### src/rtl/core/e2bcd_pkg.sv
// ----------------------------------------------------------------------------
// e2bcd_pkg
// Shared widths, constants and small helpers for the seconds to BCD
// calendar converter.
// ----------------------------------------------------------------------------
`default_nettype none

package e2bcd_pkg;

  localparam int OP_W      = 18;
  localparam int IN_W      = 32;
  localparam int TOD_W     = 17;
  localparam int DAYS_W    = 16;

  // 86400 = 675 << 7, day count is (t >> 7) / 675 by reciprocal multiply
  localparam int DAY_SHIFT   = 7;
  localparam int NUM_W       = IN_W - DAY_SHIFT;
  localparam int ODD_W       = 10;
  localparam int RECIP_W     = 26;
  localparam int RECIP_SHIFT = 35;
  localparam int PROD_W      = NUM_W + RECIP_W;

  localparam logic [ODD_W-1:0]   DAY_ODD   = 10'd675;
  localparam logic [RECIP_W-1:0] DAY_RECIP = 26'd50903317;

  // day count / 7 by reciprocal multiply for the weekday
  localparam int WK_RECIP_W = 17;
  localparam int WK_SHIFT   = 19;
  localparam int WK_PROD_W  = DAYS_W + WK_RECIP_W;
  localparam int WKQ_W      = WK_PROD_W - WK_SHIFT;

  localparam logic [WK_RECIP_W-1:0] WK_RECIP = 17'd74899;

  localparam logic [OP_W-1:0] SECS_PER_DAY   = 18'd86400;
  localparam logic [OP_W-1:0] DAYS_IN_WINDOW = 18'd36525;
  localparam logic [OP_W-1:0] SECS_10_HOURS  = 18'd36000;
  localparam logic [OP_W-1:0] SECS_PER_HOUR  = 18'd3600;
  localparam logic [OP_W-1:0] SECS_10_MINS   = 18'd600;
  localparam logic [OP_W-1:0] SECS_PER_MIN   = 18'd60;
  localparam logic [OP_W-1:0] SECS_TEN       = 18'd10;
  localparam logic [OP_W-1:0] DAYS_YEAR      = 18'd365;
  localparam logic [OP_W-1:0] DAYS_LEAP_YEAR = 18'd366;

  localparam logic [3:0] FIRST_YEAR_TENS  = 4'd7;
  localparam logic [3:0] FIRST_YEAR_UNITS = 4'd0;
  localparam logic [1:0] FIRST_YEAR_MOD4  = 2'd2;
  localparam logic [3:0] LAST_MONTH       = 4'd11;
  localparam logic [2:0] EPOCH_WEEKDAY    = 3'd4;

  // operands of the shared subtract and compare unit
  typedef struct packed {
    logic [OP_W-1:0] a;
    logic [OP_W-1:0] b;
  } sub_req_t;

  typedef struct packed {
    logic [OP_W-1:0] diff;
    logic            ge;
  } sub_rsp_t;

  function automatic logic [OP_W-1:0] month_len(input logic [3:0] mon, input logic leap);
    logic [OP_W-1:0] len;
    case (mon)
      4'd1:    len = leap ? 18'd29 : 18'd28;
      4'd3:    len = 18'd30;
      4'd5:    len = 18'd30;
      4'd8:    len = 18'd30;
      4'd10:   len = 18'd30;
      default: len = 18'd31;
    endcase
    return len;
  endfunction

  // two BCD digits for a value below 32
  function automatic logic [5:0] small_bcd(input logic [4:0] v);
    logic [5:0] r;
    if (v >= 5'd30) begin
      r = {2'd3, 4'(v - 5'd30)};
    end else if (v >= 5'd20) begin
      r = {2'd2, 4'(v - 5'd20)};
    end else if (v >= 5'd10) begin
      r = {2'd1, 4'(v - 5'd10)};
    end else begin
      r = {2'd0, v[3:0]};
    end
    return r;
  endfunction

endpackage

`default_nettype wire

### src/rtl/core/e2bcd_sub.sv
// ----------------------------------------------------------------------------
// e2bcd_sub
// Shared subtract and compare unit: difference and a >= b flag.
// ----------------------------------------------------------------------------
`default_nettype none

module e2bcd_sub
  import e2bcd_pkg::*;
(
  input  sub_req_t req,
  output sub_rsp_t rsp
);

  logic [OP_W:0] full;

  assign full     = {1'b0, req.a} - {1'b0, req.b};
  assign rsp.diff = full[OP_W-1:0];
  assign rsp.ge   = ~full[OP_W];

endmodule

`default_nettype wire

### src/rtl/core/epoch_to_bcd_datetime.sv
// ----------------------------------------------------------------------------
// epoch_to_bcd_datetime
// Seconds since 1970-01-01 to packed BCD calendar time, window 1970-2069.
// ----------------------------------------------------------------------------
//  channel  | ports                                  | transfer
//  ---------+----------------------------------------+----------------------
//  input    | start, busy, in_epoch_seconds          | start && !busy
//  result   | out_valid, out_* fields                | out_valid, one cycle
//
//  a conversion takes the day count and remainders by reciprocal multiply
//  in S_DIV and S_REM, then a window check in S_CHK that ends it past the
//  window, otherwise on the shared subtractor up to 34 digit steps for the
//  time of day, up to 100 year steps and up to 12 month steps
//  synchronous active-low reset returns the sequencer to idle
//  results cannot be stalled; busy is low again in the strobe cycle
// ----------------------------------------------------------------------------
`default_nettype none

module epoch_to_bcd_datetime
  import e2bcd_pkg::*;
(
  input  wire logic            clk,
  input  wire logic            rst_n,
  input  wire logic            start,
  output logic                 busy,
  input  wire logic [IN_W-1:0] in_epoch_seconds,
  output logic                 out_valid,
  output logic [6:0]           out_second_bcd,
  output logic [6:0]           out_minute_bcd,
  output logic [5:0]           out_hour_bcd,
  output logic [2:0]           out_weekday,
  output logic [5:0]           out_day_bcd,
  output logic [4:0]           out_month_bcd,
  output logic [7:0]           out_year_bcd,
  output logic                 out_out_of_range
);

  typedef enum logic [3:0] {
    S_IDLE, S_DIV, S_REM, S_CHK, S_H10, S_H1, S_M10, S_M1, S_S10, S_YEAR, S_MON
  } state_t;

  state_t state_r, state_nxt;

  logic [IN_W-1:0]   num_r, num_nxt;
  logic [TOD_W-1:0]  rem_r, rem_nxt;
  logic [DAYS_W-1:0] days_r, days_nxt;
  logic [WKQ_W-1:0]  wkq_r, wkq_nxt;
  logic [2:0]        wk_r, wk_nxt;
  logic [1:0]        hr_t_r, hr_t_nxt;
  logic [3:0]        hr_u_r, hr_u_nxt;
  logic [2:0]        mn_t_r, mn_t_nxt;
  logic [3:0]        mn_u_r, mn_u_nxt;
  logic [2:0]        sc_t_r, sc_t_nxt;
  logic [3:0]        sc_u_r, sc_u_nxt;
  logic [3:0]        yr_t_r, yr_t_nxt;
  logic [3:0]        yr_u_r, yr_u_nxt;
  logic [1:0]        yr_m4_r, yr_m4_nxt;
  logic [3:0]        mon_r, mon_nxt;

  logic              out_valid_r, out_valid_nxt;
  logic [6:0]        out_sec_r, out_sec_nxt;
  logic [6:0]        out_min_r, out_min_nxt;
  logic [5:0]        out_hour_r, out_hour_nxt;
  logic [2:0]        out_wday_r, out_wday_nxt;
  logic [5:0]        out_day_r, out_day_nxt;
  logic [4:0]        out_mon_r, out_mon_nxt;
  logic [7:0]        out_year_r, out_year_nxt;
  logic              out_oor_r, out_oor_nxt;

  sub_req_t sub_req;
  sub_rsp_t sub_rsp;
  logic     leap;

  logic [NUM_W-1:0]     day_num;
  logic [PROD_W-1:0]    day_prod;
  logic [NUM_W-1:0]     day_back;
  logic [NUM_W-1:0]     day_rem;
  logic [WK_PROD_W-1:0] wk_prod;
  logic [DAYS_W:0]      wk_sev;
  logic [DAYS_W:0]      wk_diff;

  e2bcd_sub u_sub (
    .req (sub_req),
    .rsp (sub_rsp)
  );

  assign leap = (yr_m4_r == 2'd0);

  assign day_num  = num_r[IN_W-1:DAY_SHIFT];
  assign day_prod = {{RECIP_W{1'b0}}, day_num} * {{NUM_W{1'b0}}, DAY_RECIP};
  assign day_back = {{(NUM_W-DAYS_W){1'b0}}, days_r} * {{(NUM_W-ODD_W){1'b0}}, DAY_ODD};
  assign day_rem  = day_num - day_back;
  assign wk_prod  = {{WK_RECIP_W{1'b0}}, days_r} * {{DAYS_W{1'b0}}, WK_RECIP};
  assign wk_sev   = {wkq_r, 3'd0} - {3'd0, wkq_r};
  assign wk_diff  = {1'b0, days_r} - wk_sev;

  always_comb begin
    logic [3:0] wk_sum;
    logic [5:0] mon_bcd;
    state_nxt     = state_r;
    num_nxt       = num_r;
    rem_nxt       = rem_r;
    days_nxt      = days_r;
    wkq_nxt       = wkq_r;
    wk_nxt        = wk_r;
    hr_t_nxt      = hr_t_r;
    hr_u_nxt      = hr_u_r;
    mn_t_nxt      = mn_t_r;
    mn_u_nxt      = mn_u_r;
    sc_t_nxt      = sc_t_r;
    sc_u_nxt      = sc_u_r;
    yr_t_nxt      = yr_t_r;
    yr_u_nxt      = yr_u_r;
    yr_m4_nxt     = yr_m4_r;
    mon_nxt       = mon_r;
    out_valid_nxt = 1'b0;
    out_sec_nxt   = out_sec_r;
    out_min_nxt   = out_min_r;
    out_hour_nxt  = out_hour_r;
    out_wday_nxt  = out_wday_r;
    out_day_nxt   = out_day_r;
    out_mon_nxt   = out_mon_r;
    out_year_nxt  = out_year_r;
    out_oor_nxt   = out_oor_r;
    sub_req.a     = '0;
    sub_req.b     = '0;
    wk_sum        = {1'b0, wk_r} + {1'b0, EPOCH_WEEKDAY};
    mon_bcd       = small_bcd(5'(mon_r) + 5'd1);
    case (state_r)
      S_IDLE: begin
        if (start) begin
          num_nxt   = in_epoch_seconds;
          rem_nxt   = '0;
          wk_nxt    = '0;
          hr_t_nxt  = '0;
          hr_u_nxt  = '0;
          mn_t_nxt  = '0;
          mn_u_nxt  = '0;
          sc_t_nxt  = '0;
          sc_u_nxt  = '0;
          yr_t_nxt  = FIRST_YEAR_TENS;
          yr_u_nxt  = FIRST_YEAR_UNITS;
          yr_m4_nxt = FIRST_YEAR_MOD4;
          mon_nxt   = '0;
          state_nxt = S_DIV;
        end
      end
      S_DIV: begin
        days_nxt  = day_prod[RECIP_SHIFT +: DAYS_W];
        state_nxt = S_REM;
      end
      S_REM: begin
        rem_nxt   = {day_rem[ODD_W-1:0], num_r[DAY_SHIFT-1:0]};
        wkq_nxt   = wk_prod[WK_SHIFT +: WKQ_W];
        state_nxt = S_CHK;
      end
      S_CHK: begin
        sub_req.a = {{(OP_W-DAYS_W){1'b0}}, days_r};
        sub_req.b = DAYS_IN_WINDOW;
        wk_nxt    = wk_diff[2:0];
        if (sub_rsp.ge) begin
          out_valid_nxt = 1'b1;
          out_sec_nxt   = '0;
          out_min_nxt   = '0;
          out_hour_nxt  = '0;
          out_wday_nxt  = '0;
          out_day_nxt   = '0;
          out_mon_nxt   = '0;
          out_year_nxt  = '0;
          out_oor_nxt   = 1'b1;
          state_nxt     = S_IDLE;
        end else begin
          state_nxt = S_H10;
        end
      end
      S_H10, S_H1, S_M10, S_M1, S_S10: begin
        sub_req.a = {1'b0, rem_r};
        case (state_r)
          S_H10:   sub_req.b = SECS_10_HOURS;
          S_H1:    sub_req.b = SECS_PER_HOUR;
          S_M10:   sub_req.b = SECS_10_MINS;
          S_M1:    sub_req.b = SECS_PER_MIN;
          default: sub_req.b = SECS_TEN;
        endcase
        if (sub_rsp.ge) begin
          rem_nxt = sub_rsp.diff[TOD_W-1:0];
          case (state_r)
            S_H10:   hr_t_nxt = hr_t_r + 1'b1;
            S_H1:    hr_u_nxt = hr_u_r + 1'b1;
            S_M10:   mn_t_nxt = mn_t_r + 1'b1;
            S_M1:    mn_u_nxt = mn_u_r + 1'b1;
            default: sc_t_nxt = sc_t_r + 1'b1;
          endcase
        end else begin
          case (state_r)
            S_H10:   state_nxt = S_H1;
            S_H1:    state_nxt = S_M10;
            S_M10:   state_nxt = S_M1;
            S_M1:    state_nxt = S_S10;
            default: begin
              sc_u_nxt  = rem_r[3:0];
              state_nxt = S_YEAR;
            end
          endcase
        end
      end
      S_YEAR: begin
        sub_req.a = {{(OP_W-DAYS_W){1'b0}}, days_r};
        sub_req.b = leap ? DAYS_LEAP_YEAR : DAYS_YEAR;
        if (sub_rsp.ge) begin
          days_nxt  = sub_rsp.diff[DAYS_W-1:0];
          yr_m4_nxt = yr_m4_r + 1'b1;
          if (yr_u_r == 4'd9) begin
            yr_u_nxt = '0;
            yr_t_nxt = (yr_t_r == 4'd9) ? 4'd0 : yr_t_r + 1'b1;
          end else begin
            yr_u_nxt = yr_u_r + 1'b1;
          end
        end else begin
          state_nxt = S_MON;
        end
      end
      S_MON: begin
        sub_req.a = {{(OP_W-DAYS_W){1'b0}}, days_r};
        sub_req.b = month_len(mon_r, leap);
        if (!sub_rsp.ge || mon_r == LAST_MONTH) begin
          out_valid_nxt = 1'b1;
          out_sec_nxt   = {sc_t_r, sc_u_r};
          out_min_nxt   = {mn_t_r, mn_u_r};
          out_hour_nxt  = {hr_t_r, hr_u_r};
          out_wday_nxt  = (wk_sum >= 4'd7) ? 3'(wk_sum - 4'd7) : wk_sum[2:0];
          out_day_nxt   = small_bcd(days_r[4:0] + 5'd1);
          out_mon_nxt   = mon_bcd[4:0];
          out_year_nxt  = {yr_t_r, yr_u_r};
          out_oor_nxt   = 1'b0;
          state_nxt     = S_IDLE;
        end else begin
          days_nxt = sub_rsp.diff[DAYS_W-1:0];
          mon_nxt  = mon_r + 1'b1;
        end
      end
      default: begin
        state_nxt = S_IDLE;
      end
    endcase
  end

  always_ff @(posedge clk) begin
    if (!rst_n) begin
      state_r     <= S_IDLE;
      out_valid_r <= 1'b0;
    end else begin
      state_r     <= state_nxt;
      out_valid_r <= out_valid_nxt;
    end
    num_r      <= num_nxt;
    rem_r      <= rem_nxt;
    days_r     <= days_nxt;
    wkq_r      <= wkq_nxt;
    wk_r       <= wk_nxt;
    hr_t_r     <= hr_t_nxt;
    hr_u_r     <= hr_u_nxt;
    mn_t_r     <= mn_t_nxt;
    mn_u_r     <= mn_u_nxt;
    sc_t_r     <= sc_t_nxt;
    sc_u_r     <= sc_u_nxt;
    yr_t_r     <= yr_t_nxt;
    yr_u_r     <= yr_u_nxt;
    yr_m4_r    <= yr_m4_nxt;
    mon_r      <= mon_nxt;
    out_sec_r  <= out_sec_nxt;
    out_min_r  <= out_min_nxt;
    out_hour_r <= out_hour_nxt;
    out_wday_r <= out_wday_nxt;
    out_day_r  <= out_day_nxt;
    out_mon_r  <= out_mon_nxt;
    out_year_r <= out_year_nxt;
    out_oor_r  <= out_oor_nxt;
  end

  assign busy             = (state_r != S_IDLE);
  assign out_valid        = out_valid_r;
  assign out_second_bcd   = out_sec_r;
  assign out_minute_bcd   = out_min_r;
  assign out_hour_bcd     = out_hour_r;
  assign out_weekday      = out_wday_r;
  assign out_day_bcd      = out_day_r;
  assign out_month_bcd    = out_mon_r;
  assign out_year_bcd     = out_year_r;
  assign out_out_of_range = out_oor_r;

endmodule

`default_nettype wire

### config.mk
export PLATFORM = sky130hd
export DESIGN_NAME = epoch_to_bcd_datetime
export DESIGN_NICKNAME = d
export VERILOG_FILES = /design/src/rtl/core/e2bcd_pkg.sv /design/src/rtl/core/e2bcd_sub.sv /design/src/rtl/core/epoch_to_bcd_datetime.sv
export SDC_FILE = /design/constraint.sdc
export NUM_CORES = 1
export LEC_CHECK = 0
export BUFFER_PORTS_ARGS = -buffer_cell sky130_fd_sc_hd__buf_2
export CAP_MARGIN = 30
export CORE_MARGIN = 1
export CORE_UTILIZATION = 58
export DETAILED_ROUTE_END_ITERATION = 8
export PLACE_DENSITY = 0.84
export SYNTH_ARGS = -nofsm -noshare
export SYNTH_HDL_FRONTEND = slang
export SYNTH_SLANG_ARGS = --single-unit
### constraint.sdc
create_clock -name clk -period 16.3 [get_ports clk]
set_input_delay 1.63 -clock clk [delete_from_list [all_inputs] [get_ports clk]]
set_output_delay 1.63 -clock clk [all_outputs]
set_load 0.02 [all_outputs]
Word-level counts from Yosys, hierarchy flattened --
Index checks and enable logic that the tools add are counted.
Operators by class: $add $sub $neg 23, $mul 3, $lt $le $gt $ge 7, equality and inequality tests 32, multiplexer cells 85, reductions and logical operators 29
Operators by type and width (number):
- 35-bit one-hot mux with 4 select lines | 1
- 4-bit 2-to-1 mux | 18
- 16-bit one-hot mux with 4 select lines | 1
- 25-bit by 26-bit multiplier with 51-bit output, second input constant | 1
- 17-bit one-hot mux with 3 select lines | 1
- 16-bit one-hot mux with 3 select lines | 1
- 4-bit one-hot mux with 2 select lines | 6
- 17-bit 2-to-1 mux | 2
- 4-bit == test, second input constant | 8
- 16-bit 2-to-1 mux | 2
- 4-bit AND reduction | 8
- 5-bit 2-to-1 mux | 6
- 6-bit 2-to-1 mux | 5
- 4-bit one-hot mux with 7 select lines | 1
- 7-bit one-hot mux with 2 select lines | 2
- 3-bit 2-to-1 mux | 9
- 2-bit inequality test, second input constant | 12
- 3-bit one-hot mux with 2 select lines | 4
- 6-bit one-hot mux with 2 select lines | 2
- 16-bit by 17-bit multiplier with 22-bit output, second input constant | 1
- 7-bit 2-to-1 mux | 3
- 4-bit by 1-bit adder with 4-bit output, second input constant | 5
- 4-bit by 3-bit == test with 1-bit output, second input constant | 5
- 5-bit greater-or-equal comparator, second input constant | 4
- other kinds (36) | 71
Storage, ports and cells: flip-flop bits (word level) 153, input bits 35, output and inout port bits 45, logic and storage cells 204

Depth between registers and ports, before layout --
depth after elaboration 8, mapped depth 25, depth with buffers taken out 25

Modules after synthesis --
Synthesis repeated with hierarchy kept, for this count alone.
Unflattened totals: cells, all modules 2067, area, all modules 21064.0 µm²
By module, submodules not included:
- epoch_to_bcd_datetime | times used 1, cells an instance 1954, area each 20260.7 µm², seq. area each 4544.4 µm²
- e2bcd_sub | times used 1, cells an instance 113, area each 803.3 µm², seq. area each 0.0 µm²

Worst setup path before layout --
Ideal clock, no wire load.
kind reg-to-reg, start point register num_r[20], end point register days_r[9] (data pin), library setup time 256 ps, data arrival time 6228 ps, data required time 16044 ps, slack 9816 ps, stages on the path, launching flop included 22, path buffers 0, period minus slack after synthesis 6484 ps, cell sequence edfxtp_1 fa_1 inv_1 fa_1 inv_1 ha_1 fa_1 fa_1 fa_1 inv_1 fa_1 inv_1 ha_1 a21o_1 a311o_1 a211oi_2 o21ai_2 nor3_4 o31ai_2 a31o_1 a2111o_1 o211a_1
On the way: word-level cells in the longest chain between the ends 2
Ends and longest elaborated chain:
- start, declared | line epoch_to_bcd_datetime.sv:44 | logic [IN_W-1:0] num_r, num_nxt;
- start signal, assigned | line epoch_to_bcd_datetime.sv:256 | num_r <= num_nxt;
- 25-bit by 26-bit multiplier with 51-bit output | line epoch_to_bcd_datetime.sv:90 | assign day_prod = {{RECIP_W{1'b0}}, day_num} * {{NUM_W{1'b0}}, DAY_RECIP};
- 16-bit one-hot mux with 3 select lines | line epoch_to_bcd_datetime.sv:129 | case (state_r)
- named net days_nxt[9] | line epoch_to_bcd_datetime.sv:46 | logic [DAYS_W-1:0] days_r, days_nxt;
- end signal, assigned | line epoch_to_bcd_datetime.sv:258 | days_r <= days_nxt;
- end, declared | line epoch_to_bcd_datetime.sv:46
The timed path passes the listed nets, and every way through them passes these cells. A chain may end at the register's enable or synchronous reset.

Worst setup path after layout --
start point register num_r[12], end point register days_r[15] (data pin)
Same word-level chain as after synthesis.

==> impl_metrics.yaml <==
clock_tree:
  ctsLongestPathBuffers: 2
  clk_latency_ns: 0.46
  postCtsSetupBuffers: 0
  cts_tree: "done"
  hold_buffers: 0
  cts_buffers: 17
  ctsRootBufferMaster: "clkbuf_16"
  cts_sinks: 153
  cts-resized-gates: 0
  clkTransAtPathRegs_ns: 0.09
  htree_levels: 4
die:
  core_area_mm2: 0.03471
  std_cell_rows: 68
  die_h_um: 190.4
  die_w_um: 190.4
  ios: 80
  die_area_mm2: 0.03624
  start_util_pct: 59.28
timing:
  drv_slew: 0
  relSlewSlack_pct: 43.33
  fin_crit_ns: 7.140
  max_freq_mhz: 140.1
  setup_viol: 0
  fin_setup_tns_ns: 0
  worst_slew_pin_slew_ns: 0.8501
  finalCritPeriodShare_pct: 43.80
  skew_ns: 0.01996
  rsz0062_at_grt: "no"
  hold_violations: 0
layout:
  num-fill-cells: 2691
  diodes: 0
  drive_gt1_share_pct: 6.651
  syn_to_final_growth_pct: 7.515
  ff_latch_area_mm2: 0.004544
  layout_commonest_cell: "inv_1"
  fin_nets: 2765
  final_cell_mix: "inv_1, ha_1, fa_1"
  multiInputGateArea_mm2: 0.01406
hold_path:
  min_to: "out_second_bcd[1]"
  hold_depth: 1
  hold_path.class: "register to register"
  min-delay-start: "sc_u_r[1]"
synthesis:
  synthDistinctLibCells: 67
  synth-seq-area-share_pct: 22.08
  synth_area_per_cell_um2: 10.36
  synth_edf_count: 148
  syn_inst: 1986
  synth_ff_type: "edfxtp_1"
  yosysWarnings: 0
  synth_area_mm2: 0.02058
  synth.ff_latch_count: 153
  async_reset_ff_share_pct: 0
  synth_fp_nets: 2689
routing:
  drc: 0
  routedWlPerCell_um: 18.79
  drt_wl_total_um: 47550
  vias: 14310
  ant_nets: 0
  drt_iter0_markers: 1032
  firstDrtPassIters: 5
  avgViaCountPerCell: 5.657
global_route:
  grt_max_degree: 44
  antenna_found_initial: 0
  grt_use_total_pct: 27.90
  gr-total-overflow: 0
  grt_pass1_vias: 15190
  grt_pass1_wl_um: 77740
placement:
  hpwlAfterDp_um: 39390
  port_buffers: 79
  gp_congestion: 0.9775
run:
  maxCapViolCount: 0
worst_setup_path:
  worst_setup_path_start_kind: "register"
  cp_data_required_time_ns: 16.51
  r2r_cells: 23
  cp-end-kind: "register"
  crit_path_max_fanout: 11
  rr_endpoint: "days_r[15]"
  crit_type: "register to register"
  r2r_start: "num_r[12]"
  worstPathArrival_ns: 7.35
  r2r_setup_slack_ns: 9.16
status:
  status: "finished, final reports clean"
[state kept, by name, summed over array words and instances (netlist names), 4 cells and up]
register	count
yr_t_r	4
out_day_bcd	6
out_minute_bcd	7
yr_u_r	4
out_month_bcd	5
days_r	16
out_second_bcd	7
sc_u_r	4
mon_r	4
mn_u_r	4
hr_u_r	4
state_r	4
rem_r	17
out_hour_bcd	6
num_r	32
out_year_bcd	8
[per-stage QoR]
step | cell area (um2) | utilization, % | setup slack (ns) | cells | hold slack [ns]
after floorplan | 20580 | - | 9.816 | 1986 | 0.4963
after global placement | 21480 | 61.88 | 9.397 | 2497 | 0.5133
after detailed placement | 21480 | 61.88 | 9.209 | 2497 | 0.5145
after CTS | 22110 | 63.68 | 9.179 | 2529 | 0.5377
after global routing | 22130 | 63.74 | 8.801 | 2530 | 0.5503
final | 22130 | 63.74 | 9.160 | 2530 | 0.5288
[critical path, stage by stage, from the launching register on]
cell and delay [ns]:
edfxtp_1 0.75, inv_1 0.29, ha_1 0.40, inv_1 0.14
fa_1 0.45, ha_1 0.29, inv_1 0.05, fa_1 0.51
inv_1 0.05, fa_1 0.48, fa_1 0.56, inv_1 0.06
fa_1 0.53, inv_1 0.05, ha_1 0.34, nand4_1 0.15
nor4_1 0.38, nand4_1 0.16, o211ai_2 0.19, o211ai_2 0.16
a211oi_2 0.34, a41oi_1 0.20, nand4b_1 0.21, o211a_1 0.16
[cells by family after synthesis]
group / after synthesis / synth area share [%]
buffers and inverters: 524 / 9.594
adders and majority gates: 668 / 49.26
xor gates and xnor gates: 74 / 3.150
AOI/OAI and AO/OA: 257 / 8.312
muxes: 12 / 0.5959
DFF: 153 / 22.08
and+or+nand+nor: 298 / 7.004
[cell type report]
class / instances / share of cell area, %
tap: 455 / 2.573
clock buffer: 17 / 1.923
clock inverter: 15 / 0.8992
inverter: 494 / 8.381
multi-input combinational: 1309 / 63.57
sequential: 153 / 20.54
timing repair buffer: 87 / 2.115
[synthesized netlist by cell type, drive strengths merged (11+ instances only)]
cell type / instances / share of area (%)
inv: 493 / 9.0
ha: 431 / 26
fa: 237 / 23
edfxtp: 148 / 22
nand2: 88 / 1.6
nor2: 78 / 1.4
o21ai: 65 / 1.6
a21oi: 59 / 1.4
xnor2: 49 / 2.1
and2: 37 / 1.1
xor2: 25 / 1.1
a21o: 23 / 0.84
clkbuf: 21 / 0.38
a22o: 19 / 0.81
nand3: 17 / 0.41
nand4: 13 / 0.40
nor2b: 13 / 0.40
nor3: 11 / 0.32
o21a: 11 / 0.40
[per-layer routing]
metal / global-route usage [%] / wire (um) / vias up
met3: 3.570 / 2522 / 112
met5: 0 / 0 / -
met4: 12.00 / 1881 / 0
met1: 34.13 / 19110 / 7075
met2: 49.27 / 24030 / 485
li1: - / - / 6640
[worst max-delay path by stage]
stage / start / to / slack, ns / cells past startpoint
finish: num_r[12] / days_r[15] / 9.16 / 23
global route: num_r[12] / days_r[15] / 8.80 / 23
CTS: num_r[12] / days_r[15] / 9.18 / 23
detailed placement: num_r[12] / days_r[15] / 9.21 / 23
global placement: num_r[12] / days_r[15] / 9.40 / 23
floorplan: num_r[20] / days_r[9] / 9.82 / 21
Power is left out: the tool's default activity adds up to more than one toggle a clock period on the data nets, which glitch-free logic cannot reach.
